==> src/design/tsa_pkg.sv <==
// Shared types and constants for the tiled surface address pipeline.
package tsa_pkg;

    localparam int MAX_EXTENT   = 16384;
    localparam int ES_MAX       = 4;
    localparam int COORD_W      = 14;
    localparam int EXTENT_W     = 15;
    localparam int ES_W         = 3;
    localparam int MASK_WORD_W  = 64;
    localparam int SWZ_BITS     = 16;
    localparam int INBLK_W      = 8;
    localparam int OFFSET_W     = 32;
    localparam int PROD_W       = COORD_W + EXTENT_W;
    localparam int SUM_W        = PROD_W + 1;
    localparam int ALIGN_LOG2   = 8;
    localparam int CFG_ADDR_W   = 3;
    localparam int SHIFTLOG_W   = 4;

    localparam logic [CFG_ADDR_W-1:0] REG_LINEAR_MODE   = 3'd0;
    localparam logic [CFG_ADDR_W-1:0] REG_ELEM_SIZE_LOG = 3'd1;
    localparam logic [CFG_ADDR_W-1:0] REG_SURF_WIDTH    = 3'd2;
    localparam logic [CFG_ADDR_W-1:0] REG_SURF_HEIGHT   = 3'd3;
    localparam logic [CFG_ADDR_W-1:0] REG_X_MASKS_LO    = 3'd4;
    localparam logic [CFG_ADDR_W-1:0] REG_X_MASKS_HI    = 3'd5;
    localparam logic [CFG_ADDR_W-1:0] REG_Y_MASKS_LO    = 3'd6;
    localparam logic [CFG_ADDR_W-1:0] REG_Y_MASKS_HI    = 3'd7;

    typedef enum logic [1:0] {
        ST_OK    = 2'd0,
        ST_RANGE = 2'd1,
        ST_SETUP = 2'd2
    } t_status;

    typedef struct packed {
        logic                        linear;
        logic [ES_W-1:0]             es_log2;
        logic [EXTENT_W-1:0]         width;
        logic [EXTENT_W-1:0]         height;
        logic [2*MASK_WORD_W-1:0]    x_masks;
        logic [2*MASK_WORD_W-1:0]    y_masks;
    } t_cfg;

    typedef struct packed {
        logic                        valid;
        t_status                     status;
        logic                        linear;
        logic [ES_W-1:0]             es_log2;
        logic [COORD_W-1:0]          mul_a;
        logic [EXTENT_W-1:0]         mul_b;
        logic [COORD_W-1:0]          addend;
        logic [INBLK_W-1:0]          xi;
        logic [INBLK_W-1:0]          yi;
    } t_stage_a;

    typedef struct packed {
        logic                        valid;
        t_status                     status;
        logic                        linear;
        logic [ES_W-1:0]             es_log2;
        logic [PROD_W-1:0]           prod;
        logic [COORD_W-1:0]          addend;
        logic [SWZ_BITS-1:0]         swz;
    } t_stage_b;

endpackage

==> src/design/tsa_cfg_regs.sv <==
// Configuration register file for the surface setup and swizzle masks.
module tsa_cfg_regs (
    input  logic                               i_clk,
    input  logic                               i_rst_n,
    input  logic                               i_cfg_we,
    input  logic [tsa_pkg::CFG_ADDR_W-1:0]     i_cfg_addr,
    input  logic [tsa_pkg::MASK_WORD_W-1:0]    i_cfg_data,
    output tsa_pkg::t_cfg                      o_cfg
);

    logic                              r_linear;
    logic [tsa_pkg::ES_W-1:0]          r_es_log2;
    logic [tsa_pkg::EXTENT_W-1:0]      r_width;
    logic [tsa_pkg::EXTENT_W-1:0]      r_height;
    logic [tsa_pkg::MASK_WORD_W-1:0]   r_xm_lo;
    logic [tsa_pkg::MASK_WORD_W-1:0]   r_xm_hi;
    logic [tsa_pkg::MASK_WORD_W-1:0]   r_ym_lo;
    logic [tsa_pkg::MASK_WORD_W-1:0]   r_ym_hi;

    always_ff @(posedge i_clk) begin
        if (!i_rst_n) begin
            r_linear  <= 1'b0;
            r_es_log2 <= 3'd2;
            r_width   <= 15'd64;
            r_height  <= 15'd64;
            r_xm_lo   <= '0;
            r_xm_hi   <= '0;
            r_ym_lo   <= '0;
            r_ym_hi   <= '0;
        end else if (i_cfg_we) begin
            case (i_cfg_addr)
                tsa_pkg::REG_LINEAR_MODE:   r_linear  <= i_cfg_data[0];
                tsa_pkg::REG_ELEM_SIZE_LOG: r_es_log2 <= i_cfg_data[tsa_pkg::ES_W-1:0];
                tsa_pkg::REG_SURF_WIDTH:    r_width   <= i_cfg_data[tsa_pkg::EXTENT_W-1:0];
                tsa_pkg::REG_SURF_HEIGHT:   r_height  <= i_cfg_data[tsa_pkg::EXTENT_W-1:0];
                tsa_pkg::REG_X_MASKS_LO:    r_xm_lo   <= i_cfg_data;
                tsa_pkg::REG_X_MASKS_HI:    r_xm_hi   <= i_cfg_data;
                tsa_pkg::REG_Y_MASKS_LO:    r_ym_lo   <= i_cfg_data;
                tsa_pkg::REG_Y_MASKS_HI:    r_ym_hi   <= i_cfg_data;
                default: ;
            endcase
        end
    end

    assign o_cfg.linear  = r_linear;
    assign o_cfg.es_log2 = r_es_log2;
    assign o_cfg.width   = r_width;
    assign o_cfg.height  = r_height;
    assign o_cfg.x_masks = {r_xm_hi, r_xm_lo};
    assign o_cfg.y_masks = {r_ym_hi, r_ym_lo};

endmodule

==> src/design/tsa_decode.sv <==
// First stage: setup and range checks, block geometry, multiplier operands.
module tsa_decode (
    input  logic                            i_clk,
    input  logic                            i_rst_n,
    input  logic                            i_valid,
    input  logic [tsa_pkg::COORD_W-1:0]     i_x_coord,
    input  logic [tsa_pkg::COORD_W-1:0]     i_y_coord,
    input  tsa_pkg::t_cfg                   i_cfg,
    output tsa_pkg::t_stage_a               o_stage
);

    logic                                   setup_bad;
    logic                                   range_bad;
    logic [tsa_pkg::EXTENT_W+3:0]           row_bytes;
    logic [tsa_pkg::SHIFTLOG_W-1:0]         bw_log;
    logic [tsa_pkg::SHIFTLOG_W-1:0]         bh_log;
    logic [tsa_pkg::INBLK_W-1:0]            bw_mask;
    logic [tsa_pkg::INBLK_W-1:0]            bh_mask;
    logic [tsa_pkg::EXTENT_W:0]             pitch_sum;
    logic [tsa_pkg::EXTENT_W-1:0]           pitch;
    logic [tsa_pkg::COORD_W-1:0]            x_blk;
    logic [tsa_pkg::COORD_W-1:0]            y_blk;
    tsa_pkg::t_stage_a                      n_stage;
    tsa_pkg::t_stage_a                      r_stage;

    always_comb begin
        case (i_cfg.es_log2)
            3'd0: begin bw_log = 4'd8; bh_log = 4'd8; end
            3'd1: begin bw_log = 4'd8; bh_log = 4'd7; end
            3'd2: begin bw_log = 4'd7; bh_log = 4'd7; end
            3'd3: begin bw_log = 4'd7; bh_log = 4'd6; end
            3'd4: begin bw_log = 4'd6; bh_log = 4'd6; end
            default: begin bw_log = 4'd8; bh_log = 4'd8; end
        endcase
    end

    assign bw_mask = tsa_pkg::INBLK_W'(8'hff >> (4'd8 - bw_log));
    assign bh_mask = tsa_pkg::INBLK_W'(8'hff >> (4'd8 - bh_log));

    assign row_bytes = {4'b0, i_cfg.width} << i_cfg.es_log2;

    assign setup_bad = (i_cfg.width == '0) || (i_cfg.height == '0)
                    || (i_cfg.width > tsa_pkg::EXTENT_W'(tsa_pkg::MAX_EXTENT))
                    || (i_cfg.height > tsa_pkg::EXTENT_W'(tsa_pkg::MAX_EXTENT))
                    || (i_cfg.es_log2 > tsa_pkg::ES_W'(tsa_pkg::ES_MAX))
                    || (i_cfg.linear && (row_bytes[tsa_pkg::ALIGN_LOG2-1:0] != '0));

    assign range_bad = ({1'b0, i_x_coord} >= i_cfg.width)
                    || ({1'b0, i_y_coord} >= i_cfg.height);

    assign pitch_sum = {1'b0, i_cfg.width} + (tsa_pkg::EXTENT_W+1)'(bw_mask);
    assign pitch     = tsa_pkg::EXTENT_W'(pitch_sum >> bw_log);
    assign x_blk     = i_x_coord >> bw_log;
    assign y_blk     = i_y_coord >> bh_log;

    always_comb begin
        n_stage.valid   = i_valid;
        n_stage.linear  = i_cfg.linear;
        n_stage.es_log2 = i_cfg.es_log2;
        n_stage.xi      = i_x_coord[tsa_pkg::INBLK_W-1:0] & bw_mask;
        n_stage.yi      = i_y_coord[tsa_pkg::INBLK_W-1:0] & bh_mask;
        if (setup_bad) begin
            n_stage.status = tsa_pkg::ST_SETUP;
        end else if (range_bad) begin
            n_stage.status = tsa_pkg::ST_RANGE;
        end else begin
            n_stage.status = tsa_pkg::ST_OK;
        end
        if (i_cfg.linear) begin
            n_stage.mul_a  = i_y_coord;
            n_stage.mul_b  = i_cfg.width;
            n_stage.addend = i_x_coord;
        end else begin
            n_stage.mul_a  = y_blk;
            n_stage.mul_b  = pitch;
            n_stage.addend = x_blk;
        end
    end

    always_ff @(posedge i_clk) begin
        if (!i_rst_n) begin
            r_stage <= '0;
        end else begin
            r_stage <= n_stage;
        end
    end

    assign o_stage = r_stage;

endmodule

==> src/design/tsa_mul.sv <==
// Second stage: row product and swizzle parity bits.
module tsa_mul (
    input  logic                 i_clk,
    input  logic                 i_rst_n,
    input  tsa_pkg::t_stage_a    i_stage,
    input  tsa_pkg::t_cfg        i_cfg,
    output tsa_pkg::t_stage_b    o_stage
);

    logic [tsa_pkg::SWZ_BITS-1:0]  swz;
    tsa_pkg::t_stage_b             n_stage;
    tsa_pkg::t_stage_b             r_stage;

    always_comb begin
        for (int k = 0; k < tsa_pkg::SWZ_BITS; k++) begin
            swz[k] = (^(i_stage.xi & i_cfg.x_masks[k*tsa_pkg::INBLK_W +: tsa_pkg::INBLK_W]))
                   ^ (^(i_stage.yi & i_cfg.y_masks[k*tsa_pkg::INBLK_W +: tsa_pkg::INBLK_W]));
        end
    end

    always_comb begin
        n_stage.valid   = i_stage.valid;
        n_stage.status  = i_stage.status;
        n_stage.linear  = i_stage.linear;
        n_stage.es_log2 = i_stage.es_log2;
        n_stage.prod    = tsa_pkg::PROD_W'(i_stage.mul_a) * tsa_pkg::PROD_W'(i_stage.mul_b);
        n_stage.addend  = i_stage.addend;
        n_stage.swz     = swz;
    end

    always_ff @(posedge i_clk) begin
        if (!i_rst_n) begin
            r_stage <= '0;
        end else begin
            r_stage <= n_stage;
        end
    end

    assign o_stage = r_stage;

endmodule

==> src/design/tsa_merge.sv <==
// Third stage: final add, scale or swizzle merge, and result register.
module tsa_merge (
    input  logic                             i_clk,
    input  logic                             i_rst_n,
    input  tsa_pkg::t_stage_b                i_stage,
    output logic                             o_done,
    output logic [tsa_pkg::OFFSET_W-1:0]     o_byte_offset,
    output logic [1:0]                       o_status
);

    logic [tsa_pkg::SUM_W-1:0]      sum;
    logic [tsa_pkg::OFFSET_W-1:0]   n_offset;
    logic                           r_done;
    logic [tsa_pkg::OFFSET_W-1:0]   r_offset;
    tsa_pkg::t_status               r_status;

    assign sum = tsa_pkg::SUM_W'(i_stage.prod) + tsa_pkg::SUM_W'(i_stage.addend);

    always_comb begin
        if (i_stage.status != tsa_pkg::ST_OK) begin
            n_offset = '0;
        end else if (i_stage.linear) begin
            n_offset = tsa_pkg::OFFSET_W'(sum) << i_stage.es_log2;
        end else begin
            n_offset = {sum[tsa_pkg::SWZ_BITS-1:0], i_stage.swz};
        end
    end

    always_ff @(posedge i_clk) begin
        if (!i_rst_n) begin
            r_done <= 1'b0;
        end else begin
            r_done <= i_stage.valid;
        end
        r_offset <= n_offset;
        r_status <= i_stage.status;
    end

    assign o_done        = r_done;
    assign o_byte_offset = r_offset;
    assign o_status      = r_status;

endmodule

==> src/design/tiled_surface_address.sv <==
// Top level of the tiled surface address generator.
// The start beat passes through the decode, multiply and merge registers to the done strobe.
// Throughput: one coordinate per cycle; the pipeline never stalls, busy stays low.
// The 14x15 row multiply in the middle stage sets the stage depth.
// Reset clears the pipeline valid bits and loads the register reset values.
module tiled_surface_address (
    input  logic                               i_clk,
    input  logic                               i_rst_n,
    input  logic                               i_start,
    output logic                               o_busy,
    input  logic [tsa_pkg::COORD_W-1:0]        i_x_coord,
    input  logic [tsa_pkg::COORD_W-1:0]        i_y_coord,
    input  logic                               i_cfg_we,
    input  logic [tsa_pkg::CFG_ADDR_W-1:0]     i_cfg_addr,
    input  logic [tsa_pkg::MASK_WORD_W-1:0]    i_cfg_data,
    output logic                               o_done,
    output logic [tsa_pkg::OFFSET_W-1:0]       o_byte_offset,
    output logic [1:0]                         o_status
);

    tsa_pkg::t_cfg      cfg;
    tsa_pkg::t_stage_a  stage_a;
    tsa_pkg::t_stage_b  stage_b;

    assign o_busy = 1'b0;

    tsa_cfg_regs u_cfg_regs (
        .i_clk      (i_clk),
        .i_rst_n    (i_rst_n),
        .i_cfg_we   (i_cfg_we),
        .i_cfg_addr (i_cfg_addr),
        .i_cfg_data (i_cfg_data),
        .o_cfg      (cfg)
    );

    tsa_decode u_decode (
        .i_clk     (i_clk),
        .i_rst_n   (i_rst_n),
        .i_valid   (i_start & ~o_busy),
        .i_x_coord (i_x_coord),
        .i_y_coord (i_y_coord),
        .i_cfg     (cfg),
        .o_stage   (stage_a)
    );

    tsa_mul u_mul (
        .i_clk   (i_clk),
        .i_rst_n (i_rst_n),
        .i_stage (stage_a),
        .i_cfg   (cfg),
        .o_stage (stage_b)
    );

    tsa_merge u_merge (
        .i_clk         (i_clk),
        .i_rst_n       (i_rst_n),
        .i_stage       (stage_b),
        .o_done        (o_done),
        .o_byte_offset (o_byte_offset),
        .o_status      (o_status)
    );

endmodule
==> config.mk <==
export PLATFORM = sky130hd
export DESIGN_NAME = tiled_surface_address
export DESIGN_NICKNAME = d
export VERILOG_FILES = /design/src/design/tsa_pkg.sv /design/src/design/tsa_cfg_regs.sv /design/src/design/tsa_decode.sv /design/src/design/tsa_mul.sv /design/src/design/tsa_merge.sv /design/src/design/tiled_surface_address.sv
export SDC_FILE = /design/constraint.sdc
export NUM_CORES = 2
export LEC_CHECK = 0
export ABC_AREA = 1
export BUFFER_PORTS_ARGS = -buffer_cell sky130_fd_sc_hd__buf_2
export CELL_PAD_IN_SITES_DETAIL_PLACEMENT = 0
export CELL_PAD_IN_SITES_GLOBAL_PLACEMENT = 1
export CORE_ASPECT_RATIO = 0.6
export CORE_MARGIN = 1.5
export CORE_UTILIZATION = 30
export DETAILED_ROUTE_END_ITERATION = 12
export PLACE_DENSITY_LB_ADDON = 0.12
export SETUP_SLACK_MARGIN = 0.4
export SYNTH_ARGS = -nofsm -noshare
export SYNTH_HDL_FRONTEND = slang
export SYNTH_SLANG_ARGS = --single-unit
export TNS_END_PERCENT = 5
==> constraint.sdc <==
create_clock -name i_clk -period 16.8 [get_ports i_clk]
set_input_delay 1.68 -clock i_clk [delete_from_list [all_inputs] [get_ports i_clk]]
set_output_delay 1.68 -clock i_clk [all_outputs]
set_load 0.01 [all_outputs]
==> flow_metrics.tcl <==
set metrics [dict create \
    status "complete, no violations" \
    vias_per_cell 4.61 \
    setup_violations 0 \
    power.leakage_nw 15.6 \
    fmax_ghz 0.169 \
    power_density_mw_per_mm2 81.0 \
    period_share 0.353 \
    placed_area_sq_mm 0.0309 \
    crit_arrival_ns 6.48 \
    floorplan.initialDensity 0.303 \
    dieArea_sq_mm 0.0990 \
    num_vias 25109 \
    synth-seq-area-share 0.314 \
    drt-initial-drc-count 2107 \
    crit_fanout 14 \
    gp_congestion 0.882 \
    worstSetupPathType "reg2reg" \
    grt_pass1_wl_um 161000 \
    synth_nets 4467 \
    drtAntennaViolNets 0 \
    ys_types 50 \
    drc 0 \
    instances_no_fill 5447 \
    utilization 0.339 \
    tightest_slew_ns 1.07 \
    drive_above_1_share 0.0686 \
    routedWlPerCell_um 19.8 \
    fin_area_sq_mm 0.0326 \
    min_path_type "reg2reg" \
    rsz0062_at_grt "false" \
    syn_area_sq_mm 0.0291 \
    synth-edff-count 0 \
    yosys_warnings 0 \
    htree_levels 2 \
    cp.required_ns 17.35 \
    synth-main-ff-cell "dfxtp_1" \
    die_h_um 244 \
    core-area_sq_mm 0.0961 \
    final_common_cell "nand2_1" \
    yosysTopAreaCellShare 0.314 \
    io_pins 135 \
    antenna_found_initial 12 \
    post_cts_buffers 0 \
    fin_crit_ns 5.92 \
    avgSynthCellArea_sq_um 7.15 \
    drv_slew 0 \
    cts.clk_slew.worst_paths_ns 0.06 \
    rows 88 \
    skew_ns 0.0311 \
    wirelength_um 108000 \
    ys_top_cells_by_area "dfxtp_1 31%, nand2_1 11%, fa_1 11%" \
    place.port_buffers 133 \
    cts_hold_buffers 0 \
    cts.sinks 457 \
    grt.total_usage 0.216 \
    postSynthCellCount 4076 \
    cts-root-buf "clkbuf_16" \
    relSlewSlack 0.284 \
    hold_depth 2 \
    ir_drop_uv 69.6 \
    start_kind "register" \
    cts_made_buffers 51 \
    cts_tree "built" \
    first_pass_iters 6 \
    cts_resized 0 \
    drv_cap 0 \
    ys_ff_latch 457 \
    clockBufferDepth 3 \
    overflow 0 \
    async_reset_ff_frac 0 \
    r2r_cells 22 \
    hpwlAfterDp_um 79700 \
    grt_pass1_vias 23899 \
    dp_cells 5356 \
    worstSetupEndpointType "register" \
    tns_ns 0 \
    area_growth_syn_to_layout_pct 11.8 \
    final_cell_mix "891 x nand2_1, 654 x nor2_1, 508 x inv_1" \
    grt_max_degree 110 \
    clk_latency_ns 0.63 \
    total_power_mw 2.64 \
    final_nets 4495 \
    die_width_um 405 \
    hold_viol_final 0 \
    yosysTopAreaCell "dfxtp_1" \
]
[Yosys cell counts, types with 18 or more instances]
master,n
nand2_1,891
nor2_1,657
inv_1,508
dfxtp_1,457
o21ai_0,342
xnor2_1,183
nand3_1,180
fa_1,154
clkbuf_1,139
ha_1,138
a21oi_1,122
xor2_1,75
buf_2,26
a31oi_1,22
nand4_1,18
[through the flow]
step / hold slack (ns) / setup WS (ns)
finish: 0.412 / 10.88
global route: 0.430 / 10.45
CTS: 0.415 / 10.92
detailed placement: 0.401 / 10.92
global placement: 0.395 / 10.93
floorplan: 0.331 / 11.55
[worst max-delay path, cell delays in order (launching register included)]
cell and delay [ns]:
dfxtp_1 0.77, nand2_1 0.17, fa_1 0.60, fa_1 0.48
fa_1 0.55, inv_1 0.05, fa_1 0.46, fa_1 0.50
inv_1 0.05, fa_1 0.48, inv_1 0.06, ha_1 0.36
a21oi_1 0.33, inv_1 0.10, a21oi_1 0.14, inv_1 0.05
a21oi_1 0.12, o21ai_1 0.13, nand2_1 0.08, o211ai_1 0.14
nand2_1 0.10, nand2_1 0.05, nor2_1 0.10
[sequential cells by signal, summed over array words and instances, names as in the netlist]
| name | cells |
|---|---|
| u_decode.o_stage | 66 |
| u_mul.o_stage | 66 |
| u_cfg_regs.r_xm_hi | 64 |
| u_cfg_regs.r_xm_lo | 64 |
| u_cfg_regs.r_ym_hi | 64 |
| u_cfg_regs.r_ym_lo | 64 |
| u_merge.o_byte_offset | 32 |
| u_cfg_regs.r_height | 15 |
| u_cfg_regs.r_width | 15 |
| u_cfg_regs.r_es_log2 | 3 |
| u_merge.o_status | 2 |
| u_cfg_regs.r_linear | 1 |
| u_merge.o_done | 1 |
[final cells by class]
cell class | count | area (sq um)
fillers | 10519 | 63600
multi-input cells | 2906 | 17300
flip-flops and latches | 457 | 9150
inverters | 523 | 1960
well taps | 1305 | 1630
clock buffers | 75 | 1460
repair buffers | 165 | 916
clock inverters | 12 | 168
diodes | 4 | 10.0
[final timing paths]
kind                             start                 to  slack, ns
setup / recovery  u_decode.o_stage[37]  u_mul.o_stage[51]      10.88
hold / removal       u_mul.o_stage[65]     u_merge.o_done       0.41
setup reg to reg  u_decode.o_stage[37]  u_mul.o_stage[51]      10.88
hold reg to reg      u_mul.o_stage[65]     u_merge.o_done       0.41
[cell families after synthesis]
logic type | count (synthesis) | synth area share
other | 2 | 0.000258
AND/OR/NAND/NOR | 1807 | 0.249
XOR/XNOR | 258 | 0.0776
flip-flops | 457 | 0.314
adder cells (fa/ha/maj) | 292 | 0.165
AO/OA/AOI/OAI | 547 | 0.100
buffers and inverters | 713 | 0.0939
[layer usage]
layer  share of wire  vias to the layer above  wire, um  global-route usage
li1                -                    12706         -                   -
met1            0.57                    11723     61400               0.368
met2            0.35                      584     38100               0.265
met3           0.063                       96      6780              0.0452
met4           0.014                        0      1500              0.0333
met5               0                        -         0                   0
[report_power, final]
group / internal [mW] / total, mW / switching (mW)
sequential: 1.13 / 1.18 / 0.0460
clock: 0.619 / 1.12 / 0.499
combinational: 0.105 / 0.338 / 0.233
total: 1.86 / 2.64 / 0.778
Power figures use the tool's default switching activity.
